File: src/rtl/core/tpsb_pkg.sv
package tpsb_pkg;

   localparam int unsigned CHANNELS = 3;

   typedef logic [7:0]  unorm8_type;
   typedef logic [15:0] q16_type;
   typedef logic [2:0]  csr_index_type;

   // register indexes of the configuration port
   localparam csr_index_type CSR_TINT_RED     = 3'd0;
   localparam csr_index_type CSR_TINT_GREEN   = 3'd1;
   localparam csr_index_type CSR_TINT_BLUE    = 3'd2;
   localparam csr_index_type CSR_TINT_ALPHA   = 3'd3;
   localparam csr_index_type CSR_BLEND_SELECT = 3'd4;
   localparam csr_index_type CSR_GRAY_ENABLE  = 3'd5;

   // blend modes, the unused code falls back to source-over
   localparam logic [1:0] BLEND_OVER     = 2'd0;
   localparam logic [1:0] BLEND_ADD      = 2'd1;
   localparam logic [1:0] BLEND_MULTIPLY = 2'd2;

   // rec 601 luma weights, summing to 65536
   localparam logic [15:0] LUMA_RED   = 16'd19595;
   localparam logic [15:0] LUMA_GREEN = 16'd38470;
   localparam logic [15:0] LUMA_BLUE  = 16'd7471;

   localparam q16_type ONE_Q16 = 16'hFFFF;

   typedef struct packed {
      unorm8_type [CHANNELS-1:0] tint;
      unorm8_type                tint_alpha;
      logic [1:0]                blend_select;
      logic                      gray_enable;
   } cfg_type;

   typedef struct packed {
      q16_type    [CHANNELS-1:0] src;
      q16_type                   alpha;
      unorm8_type [CHANNELS-1:0] dest;
   } src_beat_type;

   function automatic q16_type widen8(input unorm8_type v);
      return {v, v};
   endfunction

   function automatic q16_type qmul(input q16_type x, input q16_type y);
      logic [31:0] p;
      p = x * y;
      return p[31:16];
   endfunction

endpackage

File: src/rtl/core/tpsb_csr_if.sv
interface tpsb_csr_if;
   logic       valid;
   logic       ready;
   logic [2:0] index;
   logic [7:0] data;

   modport source (
      output valid, index, data,
      input  ready
   );
   modport sink (
      input  valid, index, data,
      output ready
   );
endinterface

File: src/rtl/core/tpsb_csr_regs.sv
module tpsb_csr_regs (
   input  logic              clock,
   input  logic              reset,
   tpsb_csr_if.sink          csr_bus,
   output tpsb_pkg::cfg_type cfg
);

   tpsb_pkg::cfg_type cfg_ff;
   tpsb_pkg::cfg_type cfg_in;
   logic              write;

   assign csr_bus.ready = 1'b1;
   assign write = csr_bus.valid && csr_bus.ready;

   always_comb begin
      cfg_in = cfg_ff;
      if (write) begin
         case (csr_bus.index)
            tpsb_pkg::CSR_TINT_RED:     cfg_in.tint[0] = csr_bus.data;
            tpsb_pkg::CSR_TINT_GREEN:   cfg_in.tint[1] = csr_bus.data;
            tpsb_pkg::CSR_TINT_BLUE:    cfg_in.tint[2] = csr_bus.data;
            tpsb_pkg::CSR_TINT_ALPHA:   cfg_in.tint_alpha = csr_bus.data;
            tpsb_pkg::CSR_BLEND_SELECT: cfg_in.blend_select = csr_bus.data[1:0];
            tpsb_pkg::CSR_GRAY_ENABLE:  cfg_in.gray_enable = csr_bus.data[0];
            default: ;
         endcase
      end
   end

   always_ff @(posedge clock) begin
      if (reset) begin
         cfg_ff.tint         <= {tpsb_pkg::CHANNELS{8'hFF}};
         cfg_ff.tint_alpha   <= 8'hFF;
         cfg_ff.blend_select <= tpsb_pkg::BLEND_OVER;
         cfg_ff.gray_enable  <= 1'b0;
      end else begin
         cfg_ff <= cfg_in;
      end
   end

   assign cfg = cfg_ff;

`ifndef SYNTHESIS
   a_blend_write: assert property (@(posedge clock) disable iff (reset)
      (write && csr_bus.index == tpsb_pkg::CSR_BLEND_SELECT)
      |=> cfg_ff.blend_select == $past(csr_bus.data[1:0]))
      else $error("blend select write lost");
`endif

endmodule

File: src/flat_wrapper.sv
// flat-port wrapper written by rule: the top's interface ports become plain ports
module tpsb_csr_regs_flat 
  (clock, reset, cfg, csr_bus_valid, csr_bus_index, csr_bus_data, csr_bus_ready);
  tpsb_csr_if csr_bus_i ();
  input  logic clock;
  input  logic reset;
  output tpsb_pkg::cfg_type cfg;
  input wire logic [$bits(csr_bus_i.valid)-1:0] csr_bus_valid;
  input wire logic [$bits(csr_bus_i.index)-1:0] csr_bus_index;
  input wire logic [$bits(csr_bus_i.data)-1:0] csr_bus_data;
  output wire logic [$bits(csr_bus_i.ready)-1:0] csr_bus_ready;
  assign csr_bus_i.valid = csr_bus_valid;
  assign csr_bus_i.index = csr_bus_index;
  assign csr_bus_i.data = csr_bus_data;
  assign csr_bus_ready = csr_bus_i.ready;
  tpsb_csr_regs u_core (.clock(clock), .reset(reset), .csr_bus(csr_bus_i), .cfg(cfg));
endmodule
File: config.mk
export PLATFORM = sky130hd
export DESIGN_NAME = tpsb_csr_regs_flat
export DESIGN_NICKNAME = d
export VERILOG_FILES = /design/src/rtl/core/tpsb_pkg.sv /design/src/rtl/core/tpsb_csr_if.sv /design/src/rtl/core/tpsb_csr_regs.sv /design/src/flat_wrapper.sv
export SDC_FILE = /design/constraint.sdc
export NUM_CORES = 1
export LEC_CHECK = 0
export ABC_AREA = 0
export CORE_MARGIN = 10
export CORE_UTILIZATION = 50
export CTS_BUF_LIST = sky130_fd_sc_hd__clkbuf_8
export DETAILED_ROUTE_END_ITERATION = 8
export DONT_BUFFER_PORTS = 1
export SLEW_MARGIN = 0
export SYNTH_ARGS = -nofsm -noshare
export SYNTH_HDL_FRONTEND = slang
export SYNTH_SLANG_ARGS = --single-unit
File: constraint.sdc
create_clock -name clock -period 2.6 [get_ports clock]
set_clock_uncertainty 0.15 [all_clocks]
set_input_delay 0.13 -clock clock [delete_from_list [all_inputs] [get_ports clock]]
set_output_delay 0.13 -clock clock [all_outputs]
set_load 0.05 [all_outputs]
==> impl_metrics.py <==
metrics = {
    "cells_and_area": {
        "fill_cells": 224,
        "nets": 158,
        "antenna_cells": 0,
        "fin_area_mm2": 0.00159,
        "area_growth_pct": 17.0,
        "largest_reg_flops": 35,
        "register_area_um2": 701,
        "finalNonFillerCells": 175,
        "postLayoutCoreUtil": 0.628,
        "final_layout_size_suffix_gt1_frac": 0.0759,
        "multi_input_area_um2": 608,
    },
    "route": {
        "vias_per_cell": 5.35,
        "drc": 0,
        "drtAntennaViolNets": 0,
        "wl_per_cell_um": 18.5,
        "firstDrtPassIters": 4,
        "vias": 937,
        "routed_wirelength_um": 3240,
        "drt-initial-drc-count": 51,
    },
    "synth": {
        "mappedNetlistArea_mm2": 0.00136,
        "ys_seq_area_frac": 0.517,
        "synth_cell_types": 14,
        "synth_top_area_share": 0.517,
        "yosysWarnings": 0,
        "synth_top_cell_by_area": "dfxtp_1",
        "syn-instance-count": 132,
        "avgSynthCellArea_um2": 10.3,
        "syn_nets": 146,
        "synth_ff_type": "dfxtp_1",
        "synth-seq-cells": 35,
        "synth_area_leaders": "dfxtp_1, mux2i_1, nor2_1",
        "synthMostInstantiatedCell": "nor2_1",
        "synth_edf_count": 0,
        "ys_top_cells_by_count": "nor2_1, dfxtp_1, mux2i_1",
        "synthArstFlopShare": 0,
    },
    "critical_path": {
        "cp_data_arrival_time_ps": 1750,
        "reg2reg_depth": 3,
        "crit_type": "reg2reg",
        "cp-endpoint": "u_core.cfg[30]",
        "crit_start": "u_core.cfg[30]",
        "crit_chain": "nor2_1 -> mux2i_1 -> dlygate4sd3_1",
        "start_kind": "flip-flop",
        "cp_slowest_cell": "dfxtp_1",
        "critical-path-max-stage-delay_ps": 670,
        "rrSetupSlack_ps": 930,
        "worstPathRequired_ps": 2680,
        "r2r_end": "u_core.cfg[30]",
        "regToRegStartpoint": "u_core.cfg[30]",
        "worstSetupEndpointType": "flip-flop",
        "crit_family": "flip-flops",
        "crit_fanout": 2,
        "cp.depth": 3,
        "timing.critical_path.buf_inv": 1,
    },
    "floorplanning": {
        "rows": 18,
        "start_util": 0.537,
        "dieHeight_um": 72.1,
        "die_width_um": 72.1,
        "fp.dieArea_mm2": 0.00519,
        "coreArea_mm2": 0.00252,
        "ios": 50,
    },
    "clocking": {
        "cts_root_buf": "clkbuf_8",
        "htreeDepth": 2,
        "cts_hold_buf": 14,
        "post_cts_buffers": 0,
        "clock-sinks": 35,
        "clk_pin_slew_ps": 70,
        "clockBufferDepth": 2,
        "cts_buffers": 5,
        "cts_resized": 0,
        "cts_tree": "done",
        "clk_latency_ps": 280,
    },
    "timing": {
        "fin_setup_tns_ps": 0,
        "period_minus_slack_ps": 1670,
        "finalCritPeriodShare": 0.640,
        "slew_headroom": 0.565,
        "finalMaxSlewViolations": 0,
        "hold_viol_final": 0,
        "max_freq_mhz": 601,
        "worst_pin_slew_ps": 649,
        "rsz0062_at_grt": "no",
        "finalSetupViolCount": 0,
    },
    "place": {
        "routabilityCongestion": 0.687,
        "port_buffers": 0,
        "hpwl_um": 2290,
        "dp_cells": 153,
        "place_area_mm2": 0.00135,
    },
    "global_routing": {
        "grt_pass1_vias": 948,
        "grt_pass1_wl_um": 5150,
        "grt.total_usage": 0.130,
        "grt_start_max_net_pins": 46,
        "grt_antenna_before_repair": 0,
        "gr-total-overflow": 0,
    },
    "flow_run": {
        "cap_violations": 0,
    },
    "power_and_ir_drop": {
        "ir_drop_mv": 0.573,
        "powerDensity_mw_per_mm2": 652,
        "finalPower_mw": 1.03,
        "leakagePower_nw": 0.673,
    },
    "worst_hold_path": {
        "hp-class": "in2reg",
    },
    "status": {
        "status": "finished, final reports clean",
    },
}
cells by family after synthesis:
group / count (synthesis) / synth area share
flip-flops: 35 / 0.517
multiplexers: 35 / 0.259
buffers and inverters: 10 / 0.0388
AND/OR/NAND/NOR: 51 / 0.183
other: 1 / 0.00277
metrics by stage:
step           worst slack, ps  hold WS, ps
2_1_floorplan             1420          135
3_3_place_gp              1340          142
3_5_place_dp              1320          156
4_1_cts                    945         29.0
5_1_grt                    863         39.2
6_report                   935         34.5
routing by layer:
metal  routed length [um]  up-vias  part of all wire  track usage
met4                   60        0             0.019       0.0645
li1                     -      463                 -            -
met1                 1270      437              0.39        0.131
met2                 1510       31              0.47        0.202
met5                    0        -                 0            0
met3                  397        6              0.12       0.0857
where the power goes:
part	internal [mW]	leakage (nW)	total (mW)	switching, mW
logic	0.0344	0.338	0.0700	0.0356
clock network	0.180	0.0505	0.365	0.185
registers	0.548	0.285	0.599	0.0510
worst register-to-register path: cells and delay by family (launching register included):
kind,cells,cell delay (ps)
DFF,1,670
muxes,1,130
buffers and inverters,1,550
and+or+nand+nor,1,110
final cells by class:
type,count,area share
Clock buffer,5,0.0434
Clock inverter,3,0.00789
Multi-Input combinational cell,87,0.384
Sequential cell,35,0.442
Tap cell,30,0.0237
Timing Repair Buffer,15,0.0994
worst min-delay path by stage:
stage,start,endpoint,slack (ps),cells past startpoint
2_1_floorplan,csr_bus_data[1],u_core.cfg[2],140,2
3_3_place_gp,csr_bus_data[1],u_core.cfg[2],140,2
3_5_place_dp,reset,u_core.cfg[26],160,2
4_1_cts,csr_bus_index[2],u_core.cfg[17],30,2
5_1_grt,csr_bus_index[2],u_core.cfg[17],40,2
6_report,csr_bus_index[2],u_core.cfg[14],30,2
placed cells by master (no fill, tap or decap), types with 2 or more instances in the layout:
cell and n:
nor2_1 40, mux2i_1 35, dfxtp_1 35, dlygate4sd3_1 13, nand2b_1 5, clkbuf_8 5, nand4b_1 2, inv_1 2
Power figures use the tool's default switching activity.
