`src/rtl/core/tpsb_pkg.sv`:
```
package tpsb_pkg;

   localparam int unsigned CHANNELS = 3;

   typedef logic [7:0]  unorm8_type;
   typedef logic [15:0] q16_type;
   typedef logic [2:0]  csr_index_type;

   // register indexes of the configuration port
   localparam csr_index_type CSR_TINT_RED     = 3'd0;
   localparam csr_index_type CSR_TINT_GREEN   = 3'd1;
   localparam csr_index_type CSR_TINT_BLUE    = 3'd2;
   localparam csr_index_type CSR_TINT_ALPHA   = 3'd3;
   localparam csr_index_type CSR_BLEND_SELECT = 3'd4;
   localparam csr_index_type CSR_GRAY_ENABLE  = 3'd5;

   // blend modes, the unused code falls back to source-over
   localparam logic [1:0] BLEND_OVER     = 2'd0;
   localparam logic [1:0] BLEND_ADD      = 2'd1;
   localparam logic [1:0] BLEND_MULTIPLY = 2'd2;

   // rec 601 luma weights, summing to 65536
   localparam logic [15:0] LUMA_RED   = 16'd19595;
   localparam logic [15:0] LUMA_GREEN = 16'd38470;
   localparam logic [15:0] LUMA_BLUE  = 16'd7471;

   localparam q16_type ONE_Q16 = 16'hFFFF;

   typedef struct packed {
      unorm8_type [CHANNELS-1:0] tint;
      unorm8_type                tint_alpha;
      logic [1:0]                blend_select;
      logic                      gray_enable;
   } cfg_type;

   typedef struct packed {
      q16_type    [CHANNELS-1:0] src;
      q16_type                   alpha;
      unorm8_type [CHANNELS-1:0] dest;
   } src_beat_type;

   function automatic q16_type widen8(input unorm8_type v);
      return {v, v};
   endfunction

   function automatic q16_type qmul(input q16_type x, input q16_type y);
      logic [31:0] p;
      p = x * y;
      return p[31:16];
   endfunction

endpackage

```
`src/rtl/core/tpsb_rsp_if.sv`:
```
interface tpsb_rsp_if;
   logic       valid;
   logic       ready;
   logic [7:0] out_red;
   logic [7:0] out_green;
   logic [7:0] out_blue;

   modport source (
      output valid, out_red, out_green, out_blue,
      input  ready
   );
   modport sink (
      input  valid, out_red, out_green, out_blue,
      output ready
   );
endinterface

```
`src/rtl/core/tpsb_blend_stages.sv`:
```
module tpsb_blend_stages (
   input  logic                   clock,
   input  logic                   reset,
   input  tpsb_pkg::cfg_type      cfg,
   input  logic                   up_valid,
   output logic                   up_ready,
   input  tpsb_pkg::src_beat_type up_beat,
   tpsb_rsp_if.source             rsp_bus
);

   localparam int unsigned N = tpsb_pkg::CHANNELS;

   // stage 4: blend products
   logic                         s4_valid_ff, s4_valid_in, s4_load;
   tpsb_pkg::q16_type [N-1:0]    s4_src_ff, s4_src_in;
   tpsb_pkg::q16_type [N-1:0]    s4_dst_ff, s4_dst_in;
   tpsb_pkg::q16_type [N-1:0]    s4_wdest_ff, s4_wdest_in;

   // stage 5: combine, clamp, round
   logic                         s5_valid_ff, s5_valid_in, s5_load;
   tpsb_pkg::unorm8_type [N-1:0] s5_out_ff, s5_out_in;

   tpsb_pkg::q16_type            inv_alpha;

   assign s5_load  = !s5_valid_ff || rsp_bus.ready;
   assign s4_load  = !s4_valid_ff || s5_load;
   assign up_ready = s4_load;

   assign inv_alpha = tpsb_pkg::ONE_Q16 - up_beat.alpha;

   always_comb begin
      tpsb_pkg::q16_type wd;
      s4_valid_in = up_valid;
      for (int c = 0; c < N; c++) begin
         wd = tpsb_pkg::widen8(up_beat.dest[c]);
         s4_wdest_in[c] = wd;
         s4_src_in[c]   = tpsb_pkg::qmul(up_beat.src[c], up_beat.alpha);
         s4_dst_in[c]   = (cfg.blend_select == tpsb_pkg::BLEND_MULTIPLY)
                        ? tpsb_pkg::qmul(wd, up_beat.src[c])
                        : tpsb_pkg::qmul(wd, inv_alpha);
      end
   end

   always_comb begin
      logic [16:0]       mix;
      tpsb_pkg::q16_type clip;
      logic [23:0]       scaled;
      s5_valid_in = s4_valid_ff;
      for (int c = 0; c < N; c++) begin
         case (cfg.blend_select)
            tpsb_pkg::BLEND_ADD:      mix = {1'b0, s4_wdest_ff[c]} + {1'b0, s4_src_ff[c]};
            tpsb_pkg::BLEND_MULTIPLY: mix = {s4_dst_ff[c], 1'b0};
            default:                  mix = {1'b0, s4_src_ff[c]} + {1'b0, s4_dst_ff[c]};
         endcase
         clip   = mix[16] ? tpsb_pkg::ONE_Q16 : mix[15:0];
         // clip * 255 + half
         scaled = {clip, 8'h00} - {8'h00, clip} + 24'h008000;
         s5_out_in[c] = scaled[23:16];
      end
   end

   always_ff @(posedge clock) begin
      if (reset) begin
         s4_valid_ff <= 1'b0;
         s5_valid_ff <= 1'b0;
      end else begin
         if (s4_load) begin
            s4_valid_ff <= s4_valid_in;
         end
         if (s5_load) begin
            s5_valid_ff <= s5_valid_in;
         end
      end
   end

   always_ff @(posedge clock) begin
      if (s4_load) begin
         s4_src_ff   <= s4_src_in;
         s4_dst_ff   <= s4_dst_in;
         s4_wdest_ff <= s4_wdest_in;
      end
      if (s5_load) begin
         s5_out_ff <= s5_out_in;
      end
   end

   assign rsp_bus.valid     = s5_valid_ff;
   assign rsp_bus.out_red   = s5_out_ff[0];
   assign rsp_bus.out_green = s5_out_ff[1];
   assign rsp_bus.out_blue  = s5_out_ff[2];

`ifndef SYNTHESIS
   a_stage4_moves: assert property (@(posedge clock) disable iff (reset)
      (s4_valid_ff && s5_load) |=> s5_valid_ff)
      else $error("beat lost between stage 4 and output");
`endif

endmodule

```
`src/flat_wrapper.sv`:
```
// flat-port wrapper written by rule: the top's interface ports become plain ports
module tpsb_blend_stages_flat 
  (clock, reset, cfg, up_valid, up_ready, up_beat, rsp_bus_valid, rsp_bus_out_red, rsp_bus_out_green, rsp_bus_out_blue, rsp_bus_ready);
  tpsb_rsp_if rsp_bus_i ();
  input  logic clock;
  input  logic reset;
  input  tpsb_pkg::cfg_type cfg;
  input  logic up_valid;
  output logic up_ready;
  input  tpsb_pkg::src_beat_type up_beat;
  output wire logic [$bits(rsp_bus_i.valid)-1:0] rsp_bus_valid;
  output wire logic [$bits(rsp_bus_i.out_red)-1:0] rsp_bus_out_red;
  output wire logic [$bits(rsp_bus_i.out_green)-1:0] rsp_bus_out_green;
  output wire logic [$bits(rsp_bus_i.out_blue)-1:0] rsp_bus_out_blue;
  input wire logic [$bits(rsp_bus_i.ready)-1:0] rsp_bus_ready;
  assign rsp_bus_valid = rsp_bus_i.valid;
  assign rsp_bus_out_red = rsp_bus_i.out_red;
  assign rsp_bus_out_green = rsp_bus_i.out_green;
  assign rsp_bus_out_blue = rsp_bus_i.out_blue;
  assign rsp_bus_i.ready = rsp_bus_ready;
  tpsb_blend_stages u_core (.clock(clock), .reset(reset), .cfg(cfg), .up_valid(up_valid), .up_ready(up_ready), .up_beat(up_beat), .rsp_bus(rsp_bus_i));
endmodule
```
`config.mk`:
```
export PLATFORM = sky130hd
export DESIGN_NAME = tpsb_blend_stages_flat
export DESIGN_NICKNAME = d
export VERILOG_FILES = /design/src/rtl/core/tpsb_pkg.sv /design/src/rtl/core/tpsb_rsp_if.sv /design/src/rtl/core/tpsb_blend_stages.sv /design/src/flat_wrapper.sv
export SDC_FILE = /design/constraint.sdc
export NUM_CORES = 2
export LEC_CHECK = 0
export BUFFER_PORTS_ARGS = -buffer_cell sky130_fd_sc_hd__buf_2
export CAP_MARGIN = 20
export CORE_UTILIZATION = 35
export CTS_CLUSTER_SIZE = 20
export DETAILED_ROUTE_END_ITERATION = 7
export PLACE_DENSITY = 0.58
export REMOVE_ABC_BUFFERS = 1
export SYNTH_ARGS = -nofsm -noshare
export SYNTH_HDL_FRONTEND = slang
export SYNTH_SLANG_ARGS = --single-unit
```
`constraint.sdc`:
```
create_clock -name clock -period 12.3 [get_ports clock]
set_clock_uncertainty 0.1 [all_clocks]
set_input_delay 0.615 -clock clock [delete_from_list [all_inputs] [get_ports clock]]
set_output_delay 0.615 -clock clock [all_outputs]
set_load 0.02 [all_outputs]
```
==> out/metrics.cfg <==
[clocking]
clk_path_buf_depth = 2
htree_levels = 4
clkTransAtPathRegs_ns = 0.08
cts_inserted_buffers = 17
cts_tree = done
worstSkewPairLatency_ns = 0.49
cts_resized = 0
root_buffer = clkbuf_16
numClockSinks = 146
ctsHoldBuffers = 0
post_cts_buffers = 0

[place]
post-place-ws_ns = 3.84
dpl.hpwl_um = 157000
io_buffers = 119
routabilityCongestion = 0.880

[setup_path]
crit_chain = buf_2 > buf_4 > nor2b_1 > fa_1 > inv_1 > fa_1 > inv_1 > fa_1 > fa_1 > fa_1 > inv_1 > fa_1 > inv_1 > ha_1 > nand2_1 > o211a_1 > o211ai_1 > a31oi_1 > o31ai_1 > a21oi_1 > nand2b_1 > o21ai_1 > xnor2_1 > o22ai_1
reg2regPathDepth = 21
cp.required_ns = 12.40
start_kind = primary input
ff2ff_setup_slack_ns = 5.76
critPathKind = in2reg
cpMaxStageDelayCell = o31ai_1
worstSetupEndpointType = register
reg2reg_from = u_core.s4_src_ff[32]
rr_endpoint = u_core.rsp_bus.out_blue[7]
worstPathMaxFanout = 46
crit_path_frequent_cell = fa_1
arrival_ns = 8.16
max_stage_delay_ns = 0.87

[routing]
wire_per_inst_um = 18.9
via_per_inst = 4.94
drcViolationCount = 0
dr.pass1.iters = 5
drtAntennaViolNets = 0
drt_iter0_drc = 2814
vias = 53200
drt-total-wl_um = 204000

[sta]
final-setup-viol-count = 0
worst_slack_ns = 4.24
min_period_ns = 8.06
max_freq_mhz = 124
finalHoldViolCount = 0
setup_tns_ns = 0
tightest_slew_ns = 1.06
slew_headroom = 0.292
period_share = 0.655
rsz0062_at_grt = false
slew_viol_final = 0

[synthesis]
synth_edf_count = 144
synthXorXnorAreaFrac = 0.0241
muxShareOfSynthArea = 0.00143
ys_types = 77
synth_flop_cell = edfxtp_1
synth_top_family_by_area = adder cells
synth_fa_ha_area_frac = 0.586
ys_warn_count = 0
yosys.area_share.simple = 0.151
ys_async_sr_fraction = 0
syn_area_um2 = 73700
ys_ff_latch = 146
seq_area_frac_synth = 0.0592
synth-compound-area-share = 0.0601
synth.avg_cell_area_um2 = 9.10
synthCells = 8100

[cells_and_area]
final-seq-area_um2 = 4360
fill_cells = 21300
syn_to_final_growth_pct = 5.19
final_cell_mix = 1983 x inv_1, 1512 x fa_1, 1035 x ha_1, 904 x nand2_1, 504 x and2_1
nets = 10600
multi_input_area_um2 = 60700
drive_above_1_share = 0.0278
layout.cells.most_common = inv_1

[grt]
grt_pass1_vias = 58500
grt_first_pass_wirelength_um = 327000
gr-usage-met1 = 0.258
busiest_layer = met2
grtUsageMet2 = 0.347
overflow = 0
antenna_found_initial = 11
grtUsageMet3 = 0.0167
grt_max_degree = 73
grt_use_total = 0.198

[run_status]
status = finished clean

[hold_path]
min_path_type = in2reg
hold_start = reset
min_path_cells = 2
min_delay_worst_endpoint = u_core.rsp_bus.valid

[die]
num_rows = 168
die_w_um = 461
io_pins = 153
die_area_um2 = 212000
core-area_um2 = 209000
die_h_um = 461
start_util = 0.352

[job]
cap_violations = 0

-- critical path, delay by kind of cell --
family          cells  cell delay (ns)
fa+ha+maj           7             3.41
simple gates        3             0.53
xor+xnor            1             0.14
buf+inv             6             1.43
compound gates      7             1.98
-- cell usage after synthesis (28+ instances only) --
| cell | number | area, um2 |
|---|---|---|
| and2_1 | 504 | 3150 |
| nor2_1 | 136 | 510 |
| o21a_1 | 33 | 248 |
| xor2_1 | 88 | 771 |
| a211oi_1 | 30 | 225 |
| clkbuf_1 | 312 | 1170 |
| nor3_1 | 49 | 245 |
| nand3_1 | 58 | 290 |
| nor2b_1 | 166 | 1040 |
| o211ai_1 | 28 | 210 |
| fa_1 | 1512 | 30300 |
| a21o_1 | 106 | 796 |
| a21oi_1 | 185 | 926 |
| ha_1 | 1035 | 12900 |
| o21bai_1 | 35 | 263 |
| xnor2_1 | 115 | 1010 |
| nand2_1 | 905 | 3400 |
| inv_1 | 1983 | 7440 |
| nand2b_1 | 276 | 1730 |
| o21ai_0 | 109 | 546 |
| edfxtp_1 | 144 | 4320 |
-- metal layers --
| layer | up-vias | part of all wire |
|---|---|---|
| li1 | 24200 | - |
| met3 | 267 | 0.042 |
| met2 | 1296 | 0.49 |
| met5 | - | 0.00012 |
| met1 | 27400 | 0.43 |
| met4 | 4 | 0.035 |
-- sequential cells by signal, summed over array words and instances, names as in the netlist --
| register | cells |
|---|---|
| u_core.rsp_bus.valid | 1 |
| u_core.s4_dst_ff | 48 |
| u_core.s4_src_ff | 48 |
| u_core.rsp_bus.out_green | 8 |
| u_core.s4_wdest_ff | 24 |
| u_core.rsp_bus.out_red | 8 |
| u_core.s4_valid_ff | 1 |
| u_core.rsp_bus.out_blue | 8 |
-- worst max path at each step --
stage           startpoint                          to  slack [ns]
3_3_place_gp   up_beat[29]        u_core.s4_dst_ff[15]        3.90
4_1_cts        up_beat[29]         u_core.s4_dst_ff[9]        4.31
5_1_grt        up_beat[29]         u_core.s4_dst_ff[9]        3.93
3_5_place_dp   up_beat[29]         u_core.s4_dst_ff[9]        3.84
2_1_floorplan       cfg[1]  u_core.rsp_bus.out_blue[7]        4.23
6_report       up_beat[29]        u_core.s4_dst_ff[15]        4.24
-- layout make-up --
| cell class | count | share of cell area |
|---|---|---|
| multi-input combinational | 5639 | 0.782 |
| inverter | 1983 | 0.0960 |
| sequential | 146 | 0.0563 |
| tap | 2805 | 0.0453 |
| timing repair buffer | 161 | 0.0120 |
| clock buffer | 17 | 0.00549 |
| clock inverter | 15 | 0.00239 |
| antenna | 3 | 0.0000968 |
-- through the flow --
| step | utilization | instance area (um2) | instances | hold WS (ns) |
|---|---|---|---|---|
| floorplan | - | 72400 | 7768 | 0.363 |
| global route | 0.370 | 77500 | 10800 | 0.170 |
| CTS | 0.370 | 77500 | 10800 | 0.156 |
| detailed placement | 0.367 | 76900 | 10700 | 0.429 |
| global placement | 0.367 | 76900 | 10700 | 0.414 |
| finish | 0.370 | 77500 | 10800 | 0.185 |
-- logic make-up (layout without fill, tap and decap cells) --
kind of cell    count (synthesis)  after routing
flops                         146            146
fa+ha+maj                    2547           2547
simple gates                 2202           2202
compound gates                677            677
other cells                     0              3
buf+inv                      2315           2176
xor+xnor                      203            203
mux                            10             10
Power is left out: the tool's default activity adds up to more than one toggle a clock period on the data nets, which glitch-free logic cannot reach.
