**src/rtl/core/tpsb_pkg.sv**
```systemverilog
package tpsb_pkg;

   localparam int unsigned CHANNELS = 3;

   typedef logic [7:0]  unorm8_type;
   typedef logic [15:0] q16_type;
   typedef logic [2:0]  csr_index_type;

   // register indexes of the configuration port
   localparam csr_index_type CSR_TINT_RED     = 3'd0;
   localparam csr_index_type CSR_TINT_GREEN   = 3'd1;
   localparam csr_index_type CSR_TINT_BLUE    = 3'd2;
   localparam csr_index_type CSR_TINT_ALPHA   = 3'd3;
   localparam csr_index_type CSR_BLEND_SELECT = 3'd4;
   localparam csr_index_type CSR_GRAY_ENABLE  = 3'd5;

   // blend modes, the unused code falls back to source-over
   localparam logic [1:0] BLEND_OVER     = 2'd0;
   localparam logic [1:0] BLEND_ADD      = 2'd1;
   localparam logic [1:0] BLEND_MULTIPLY = 2'd2;

   // rec 601 luma weights, summing to 65536
   localparam logic [15:0] LUMA_RED   = 16'd19595;
   localparam logic [15:0] LUMA_GREEN = 16'd38470;
   localparam logic [15:0] LUMA_BLUE  = 16'd7471;

   localparam q16_type ONE_Q16 = 16'hFFFF;

   typedef struct packed {
      unorm8_type [CHANNELS-1:0] tint;
      unorm8_type                tint_alpha;
      logic [1:0]                blend_select;
      logic                      gray_enable;
   } cfg_type;

   typedef struct packed {
      q16_type    [CHANNELS-1:0] src;
      q16_type                   alpha;
      unorm8_type [CHANNELS-1:0] dest;
   } src_beat_type;

   function automatic q16_type widen8(input unorm8_type v);
      return {v, v};
   endfunction

   function automatic q16_type qmul(input q16_type x, input q16_type y);
      logic [31:0] p;
      p = x * y;
      return p[31:16];
   endfunction

endpackage

```
**src/rtl/core/tpsb_req_if.sv**
```systemverilog
interface tpsb_req_if;
   logic       valid;
   logic       ready;
   logic [7:0] texel_red;
   logic [7:0] texel_green;
   logic [7:0] texel_blue;
   logic [7:0] texel_alpha;
   logic [7:0] shape_mask;
   logic [7:0] dest_red;
   logic [7:0] dest_green;
   logic [7:0] dest_blue;

   modport source (
      output valid, texel_red, texel_green, texel_blue, texel_alpha, shape_mask,
             dest_red, dest_green, dest_blue,
      input  ready
   );
   modport sink (
      input  valid, texel_red, texel_green, texel_blue, texel_alpha, shape_mask,
             dest_red, dest_green, dest_blue,
      output ready
   );
endinterface

```
**src/rtl/core/tpsb_source_stages.sv**
```systemverilog
module tpsb_source_stages (
   input  logic                   clock,
   input  logic                   reset,
   input  tpsb_pkg::cfg_type      cfg,
   tpsb_req_if.sink               req_bus,
   output logic                   dn_valid,
   input  logic                   dn_ready,
   output tpsb_pkg::src_beat_type dn_beat
);

   localparam int unsigned N = tpsb_pkg::CHANNELS;

   // stage 1: alpha times mask, luma partial products
   logic                         s1_valid_ff, s1_valid_in, s1_load;
   tpsb_pkg::unorm8_type [N-1:0] s1_tex_ff, s1_tex_in;
   tpsb_pkg::unorm8_type [N-1:0] s1_dest_ff, s1_dest_in;
   tpsb_pkg::q16_type            s1_alpha_ff, s1_alpha_in;
   logic [N-1:0][31:0]           s1_luma_ff, s1_luma_in;

   // stage 2: gray select, tint alpha
   logic                         s2_valid_ff, s2_valid_in, s2_load;
   tpsb_pkg::q16_type [N-1:0]    s2_col_ff, s2_col_in;
   tpsb_pkg::unorm8_type [N-1:0] s2_dest_ff, s2_dest_in;
   tpsb_pkg::q16_type            s2_alpha_ff, s2_alpha_in;

   // stage 3: color tint
   logic                         s3_valid_ff, s3_valid_in, s3_load;
   tpsb_pkg::src_beat_type       s3_beat_ff, s3_beat_in;

   logic [31:0]                  luma_sum;
   tpsb_pkg::q16_type            luma;

   assign s3_load = !s3_valid_ff || dn_ready;
   assign s2_load = !s2_valid_ff || s3_load;
   assign s1_load = !s1_valid_ff || s2_load;
   assign req_bus.ready = s1_load;

   always_comb begin
      s1_valid_in   = req_bus.valid;
      s1_tex_in[0]  = req_bus.texel_red;
      s1_tex_in[1]  = req_bus.texel_green;
      s1_tex_in[2]  = req_bus.texel_blue;
      s1_dest_in[0] = req_bus.dest_red;
      s1_dest_in[1] = req_bus.dest_green;
      s1_dest_in[2] = req_bus.dest_blue;
      s1_alpha_in   = tpsb_pkg::qmul(tpsb_pkg::widen8(req_bus.texel_alpha),
                                     tpsb_pkg::widen8(req_bus.shape_mask));
      s1_luma_in[0] = tpsb_pkg::LUMA_RED * tpsb_pkg::widen8(req_bus.texel_red);
      s1_luma_in[1] = tpsb_pkg::LUMA_GREEN * tpsb_pkg::widen8(req_bus.texel_green);
      s1_luma_in[2] = tpsb_pkg::LUMA_BLUE * tpsb_pkg::widen8(req_bus.texel_blue);
   end

   // the weights sum to 65536, so the sum stays below 2^32
   assign luma_sum = s1_luma_ff[0] + s1_luma_ff[1] + s1_luma_ff[2];
   assign luma     = luma_sum[31:16];

   always_comb begin
      s2_valid_in = s1_valid_ff;
      s2_dest_in  = s1_dest_ff;
      s2_alpha_in = tpsb_pkg::qmul(s1_alpha_ff, tpsb_pkg::widen8(cfg.tint_alpha));
      for (int c = 0; c < N; c++) begin
         s2_col_in[c] = cfg.gray_enable ? luma : tpsb_pkg::widen8(s1_tex_ff[c]);
      end
   end

   always_comb begin
      s3_valid_in      = s2_valid_ff;
      s3_beat_in.dest  = s2_dest_ff;
      s3_beat_in.alpha = s2_alpha_ff;
      for (int c = 0; c < N; c++) begin
         s3_beat_in.src[c] = tpsb_pkg::qmul(s2_col_ff[c], tpsb_pkg::widen8(cfg.tint[c]));
      end
   end

   always_ff @(posedge clock) begin
      if (reset) begin
         s1_valid_ff <= 1'b0;
         s2_valid_ff <= 1'b0;
         s3_valid_ff <= 1'b0;
      end else begin
         if (s1_load) begin
            s1_valid_ff <= s1_valid_in;
         end
         if (s2_load) begin
            s2_valid_ff <= s2_valid_in;
         end
         if (s3_load) begin
            s3_valid_ff <= s3_valid_in;
         end
      end
   end

   always_ff @(posedge clock) begin
      if (s1_load) begin
         s1_tex_ff   <= s1_tex_in;
         s1_dest_ff  <= s1_dest_in;
         s1_alpha_ff <= s1_alpha_in;
         s1_luma_ff  <= s1_luma_in;
      end
      if (s2_load) begin
         s2_col_ff   <= s2_col_in;
         s2_dest_ff  <= s2_dest_in;
         s2_alpha_ff <= s2_alpha_in;
      end
      if (s3_load) begin
         s3_beat_ff <= s3_beat_in;
      end
   end

   assign dn_valid = s3_valid_ff;
   assign dn_beat  = s3_beat_ff;

`ifndef SYNTHESIS
   a_accept_enters: assert property (@(posedge clock) disable iff (reset)
      (req_bus.valid && req_bus.ready) |=> s1_valid_ff)
      else $error("accepted beat did not enter stage 1");

   a_gray_equal: assert property (@(posedge clock) disable iff (reset)
      (s2_load && s1_valid_ff && cfg.gray_enable)
      |=> (s2_col_ff[0] == s2_col_ff[1] && s2_col_ff[1] == s2_col_ff[2]))
      else $error("gray channels differ");
`endif

endmodule

```
**src/flat_wrapper.sv**
```systemverilog
// flat-port wrapper written by rule: the top's interface ports become plain ports
module tpsb_source_stages_flat 
  (clock, reset, cfg, dn_valid, dn_ready, dn_beat, req_bus_valid, req_bus_texel_red, req_bus_texel_green, req_bus_texel_blue, req_bus_texel_alpha, req_bus_shape_mask, req_bus_dest_red, req_bus_dest_green, req_bus_dest_blue, req_bus_ready);
  tpsb_req_if req_bus_i ();
  input  logic clock;
  input  logic reset;
  input  tpsb_pkg::cfg_type cfg;
  output logic dn_valid;
  input  logic dn_ready;
  output tpsb_pkg::src_beat_type dn_beat;
  input wire logic [$bits(req_bus_i.valid)-1:0] req_bus_valid;
  input wire logic [$bits(req_bus_i.texel_red)-1:0] req_bus_texel_red;
  input wire logic [$bits(req_bus_i.texel_green)-1:0] req_bus_texel_green;
  input wire logic [$bits(req_bus_i.texel_blue)-1:0] req_bus_texel_blue;
  input wire logic [$bits(req_bus_i.texel_alpha)-1:0] req_bus_texel_alpha;
  input wire logic [$bits(req_bus_i.shape_mask)-1:0] req_bus_shape_mask;
  input wire logic [$bits(req_bus_i.dest_red)-1:0] req_bus_dest_red;
  input wire logic [$bits(req_bus_i.dest_green)-1:0] req_bus_dest_green;
  input wire logic [$bits(req_bus_i.dest_blue)-1:0] req_bus_dest_blue;
  output wire logic [$bits(req_bus_i.ready)-1:0] req_bus_ready;
  assign req_bus_i.valid = req_bus_valid;
  assign req_bus_i.texel_red = req_bus_texel_red;
  assign req_bus_i.texel_green = req_bus_texel_green;
  assign req_bus_i.texel_blue = req_bus_texel_blue;
  assign req_bus_i.texel_alpha = req_bus_texel_alpha;
  assign req_bus_i.shape_mask = req_bus_shape_mask;
  assign req_bus_i.dest_red = req_bus_dest_red;
  assign req_bus_i.dest_green = req_bus_dest_green;
  assign req_bus_i.dest_blue = req_bus_dest_blue;
  assign req_bus_ready = req_bus_i.ready;
  tpsb_source_stages u_core (.clock(clock), .reset(reset), .cfg(cfg), .req_bus(req_bus_i), .dn_valid(dn_valid), .dn_ready(dn_ready), .dn_beat(dn_beat));
endmodule
```
**config.mk**
```make
export PLATFORM = sky130hd
export DESIGN_NAME = tpsb_source_stages_flat
export DESIGN_NICKNAME = d
export VERILOG_FILES = /design/src/rtl/core/tpsb_pkg.sv /design/src/rtl/core/tpsb_req_if.sv /design/src/rtl/core/tpsb_source_stages.sv /design/src/flat_wrapper.sv
export SDC_FILE = /design/constraint.sdc
export NUM_CORES = 2
export LEC_CHECK = 0
export BUFFER_PORTS_ARGS = -buffer_cell sky130_fd_sc_hd__buf_2
export CELL_PAD_IN_SITES_DETAIL_PLACEMENT = 1
export CELL_PAD_IN_SITES_GLOBAL_PLACEMENT = 1
export CORE_MARGIN = 5
export CORE_UTILIZATION = 53
export CTS_CLUSTER_SIZE = 25
export DETAILED_ROUTE_END_ITERATION = 10
export HOLD_SLACK_MARGIN = 0.08
export PLACE_DENSITY = 0.85
export SYNTH_ARGS = -nofsm -noshare
export SYNTH_HDL_FRONTEND = slang
export SYNTH_SLANG_ARGS = --single-unit
export TNS_END_PERCENT = 20
```
**constraint.sdc**
```tcl
create_clock -name clock -period 10.7 [get_ports clock]
set_clock_uncertainty 0.05 [all_clocks]
set_input_delay 2.14 -clock clock [delete_from_list [all_inputs] [get_ports clock]]
set_output_delay 2.14 -clock clock [all_outputs]
set_load 0.03 [all_outputs]
```
==> flow_summary_export.csv <==
group,metric,value,unit
status,status,"finished clean",
floorplanning,die_h,343,µm
sta,finalCritPeriodShare,0.848,
critical_path,path_cells,"buf_2 -> and2_1 -> inv_1 -> fa_1 -> fa_1 -> fa_1 -> fa_1 -> fa_1 -> fa_1 -> inv_1 -> ha_1 -> and4_1 -> and3_1 -> o311ai_0 -> a221oi_1 -> a31oi_1 -> nand2b_1 -> o211ai_1 -> a31oi_1 -> o21bai_1 -> xnor2_1",
sta,final-setup-viol-count,0,
critical_path,cp-start-kind,"input pin",
detailed_routing,vias,40200,
critical_path,critical-path-top-cell-by-count,"sky130_fd_sc_hd__fa_1",
layout,layout-drive-gt1-share,0.0472,
sta,drv_slew,0,
synthesis,synth.avg_cell_area,10.4,µm²
floorplanning,placeableCoreArea,0.110,mm²
sta,timing.final.crit_period,9.08,ns
sta,report.final.hold_viol_count,0,
clocking,clkSinkCount,331,
synthesis,synth_fp_nets,7736,
critical_path,worstReg2RegStart,"u_core.s1_alpha_ff[12]",
clocking,clk_path_buf_depth,3,
critical_path,critical-path-slowest-cell,"sky130_fd_sc_hd__a221oi_1",
clocking,tritoncts,"yes",
sta,slew_headroom,0.233,
clocking,postCtsSetupRepairBufs,0,
detailed_routing,drt-initial-drc-count,2279,
floorplanning,die-width,343,µm
global_routing,antenna_found_initial,6,
place,dpl.hpwl,142000,µm
floorplanning,floorplan.initialDensity,0.531,
critical_path,setup.reg_to_reg.worst_slack,2.84,ns
layout,multi_input_comb_area,0.0420,mm²
critical_path,worst_r2r_dst,"u_core.s2_alpha_ff[10]",
synthesis,ys_seq_elements,331,
detailed_routing,wl,167000,µm
job,timing.max_cap.violations,0,
floorplanning,floorplan.die_area,0.117,mm²
place,gp_routability_congestion,0.902,
clocking,cts_repair_resize_count,0,
worst_hold_path,worstHoldPathType,"flip-flop to flip-flop",
floorplanning,rows,122,
sta,achievable-frequency,0.110,GHz
critical_path,cp-end-kind,"flip-flop",
layout,layout.area.seq,0.00991,mm²
worst_hold_path,timing.hold.worst_endpoint,"u_core.dn_beat[18]",
detailed_routing,viasPerCell,5.46,
sta,setup_total_negative_slack,0,ns
clocking,cts_inserted_buffers,43,
place,buffer_ports.inserted,190,
global_routing,grt_max_degree,84,
detailed_routing,detail_route.wl_per_cell,22.7,µm
critical_path,crit_required,11.00,ns
synthesis,synth_warnings,0,
clocking,clock-root-buffer,"sky130_fd_sc_hd__clkbuf_16",
place,dpl.cell_count,7285,
detailed_routing,route.detailed.drc,0,
critical_path,crit_type,"input pin to flip-flop",
sta,tightest_slew,1.14,ns
global_routing,wire_length_of_the_first_global_routing_pass,266000,µm
layout,nets,7925,
global_routing,gr-usage-all-layers,0.292,
sta,setup_repair_after_global_routing_missed_its_margin,"no",
worst_hold_path,hp-start,"u_core.s2_dest_ff[18]",
global_routing,vias_in_the_first_global_route,48800,
synthesis,synth_enable_flop_cells,328,
clocking,cts-hold-fix-buffers,0,
critical_path,worstPathMaxFanout,8,
synthesis,netlist_area,0.0586,mm²
clocking,htree_levels,2,
critical_path,crit_arrival,9.37,ns
critical_path,critical-path-max-stage-delay,0.74,ns
synthesis,synth.yosys.seq_area_share,0.169,
synthesis,ys_async_sr_fraction,0,
synthesis,syn_inst,5653,
detailed_routing,drt_pre_antenna_iters,8,
synthesis,synth_cell_types,56,
clocking,clk_latency,0.63,ns
worst_hold_path,min_path_cells,0,
synthesis,primary_ff_master_synth,"sky130_fd_sc_hd__edfxtp_1",
layout,synthToLayoutAreaGrowth,6.97,%
global_routing,gr-total-overflow,0,
layout,finish.cell_count_without_fillers,7365,
floorplanning,design.portCount,193,
sta,timing.hold.ws,0.369,ns
layout,fill_cells,12200,
critical_path,reg2reg_depth,22,
clocking,cts.reportedPaths.clkPinSlew,0.06,ns
detailed_routing,drtAntennaViolNets,0,
-- cells in the mapped netlist (20+ instances only) --
library cell | number | area share
sky130_fd_sc_hd__o21bai_1 | 21 | 0.0027
sky130_fd_sc_hd__a21o_1 | 61 | 0.0078
sky130_fd_sc_hd__nand2b_1 | 34 | 0.0036
sky130_fd_sc_hd__and2_1 | 238 | 0.025
sky130_fd_sc_hd__nor3_1 | 27 | 0.0023
sky130_fd_sc_hd__nand3_1 | 32 | 0.0027
sky130_fd_sc_hd__nand2_1 | 466 | 0.030
sky130_fd_sc_hd__ha_1 | 853 | 0.18
sky130_fd_sc_hd__nor2_1 | 90 | 0.0058
sky130_fd_sc_hd__clkbuf_1 | 49 | 0.0031
sky130_fd_sc_hd__nor2b_1 | 20 | 0.0021
sky130_fd_sc_hd__edfxtp_1 | 328 | 0.17
sky130_fd_sc_hd__o21a_1 | 21 | 0.0027
sky130_fd_sc_hd__xnor2_1 | 123 | 0.018
sky130_fd_sc_hd__o21ai_0 | 82 | 0.0070
sky130_fd_sc_hd__fa_1 | 1127 | 0.38
sky130_fd_sc_hd__a21oi_1 | 133 | 0.011
sky130_fd_sc_hd__xor2_1 | 43 | 0.0064
sky130_fd_sc_hd__inv_1 | 1735 | 0.11
-- worst max path at each step --
| stage | end | start |
|---|---|---|
| 5_1_grt | u_core.s1_alpha_ff[15] | req_bus_texel_alpha[1] |
| 3_5_place_dp | u_core.s2_alpha_ff[10] | cfg[4] |
| 2_1_floorplan | u_core.dn_beat[71] | cfg[19] |
| 6_report | u_core.s1_alpha_ff[15] | req_bus_texel_alpha[1] |
| 4_1_cts | u_core.s2_alpha_ff[10] | cfg[4] |
| 3_3_place_gp | u_core.s2_alpha_ff[10] | cfg[5] |
-- stage by stage --
| stage | util | worst slack [ns] | instance area [µm²] |
|---|---|---|---|
| 5_1_grt | 0.568 | 1.50 | 62700 |
| 6_report | 0.568 | 1.62 | 62700 |
| 4_1_cts | 0.568 | 1.80 | 62700 |
| 2_1_floorplan | - | 2.53 | 58600 |
| 3_5_place_dp | 0.556 | 1.23 | 61300 |
| 3_3_place_gp | 0.556 | 1.56 | 61300 |
-- layout by cell type, fill, tap and decap left out, types with 43 or more instances in the layout --
cell                           n
sky130_fd_sc_hd__a21o_1       61
sky130_fd_sc_hd__a21oi_1     133
sky130_fd_sc_hd__and2_1      238
sky130_fd_sc_hd__buf_2       190
sky130_fd_sc_hd__clkbuf_16    43
sky130_fd_sc_hd__edfxtp_1    328
sky130_fd_sc_hd__fa_1       1127
sky130_fd_sc_hd__ha_1        853
sky130_fd_sc_hd__inv_1      1733
sky130_fd_sc_hd__nand2_1     465
sky130_fd_sc_hd__nor2_1       90
sky130_fd_sc_hd__o21ai_0      82
sky130_fd_sc_hd__xnor2_1     123
sky130_fd_sc_hd__xor2_1       43
-- logic make-up (layout without fill, tap and decap cells) --
group,count (synthesis),count (layout),share of synthesized area
adders and majority gates,1980,1980,0.567
buffers and inverters,1786,2007,0.114
and+or+nand+nor,960,960,0.0778
AOI/OAI and AO/OA,427,427,0.0468
DFF,331,331,0.169
xor gates and xnor gates,166,166,0.0248
muxes,3,3,0.000576
other,0,3,0
-- sequential cells by signal, summed over array words and instances, names as in the netlist --
| signal | flops |
|---|---|
| u_core.s1_luma_ff | 88 |
| u_core.s1_valid_ff | 1 |
| u_core.dn_beat | 88 |
| u_core.s1_dest_ff | 24 |
| u_core.s1_tex_ff | 24 |
| u_core.dn_valid | 1 |
| u_core.s2_valid_ff | 1 |
| u_core.s2_col_ff | 48 |
| u_core.s1_alpha_ff | 16 |
| u_core.s2_alpha_ff | 16 |
| u_core.s2_dest_ff | 24 |
-- layer usage --
metal  track usage  part of all wire  up-vias
met5             0           0.00016        -
met4         0.122             0.047        4
met3        0.0342             0.048      466
met2         0.536              0.53     1181
met1         0.347              0.38    21000
li1              -                 -    17600
-- worst max-delay path, delay by kind of cell --
family                     cells  cell delay, ns
adders and majority gates      7            3.63
buffers and inverters          3            0.38
AOI/OAI and AO/OA              6            2.06
and+or+nand+nor                4            1.06
xor gates and xnor gates       1            0.08
-- layout make-up --
type                       count  area share
inverter                    1735       0.104
antenna                        3    0.000120
tap                         1488      0.0297
clock buffer                  45      0.0173
sequential                   331       0.158
timing repair buffer         195      0.0158
clock inverter                32     0.00523
multi-input combinational   3536       0.670
Power is not shown: default switching activity piles up to over one toggle a cycle in this logic, so the estimate is an artifact.
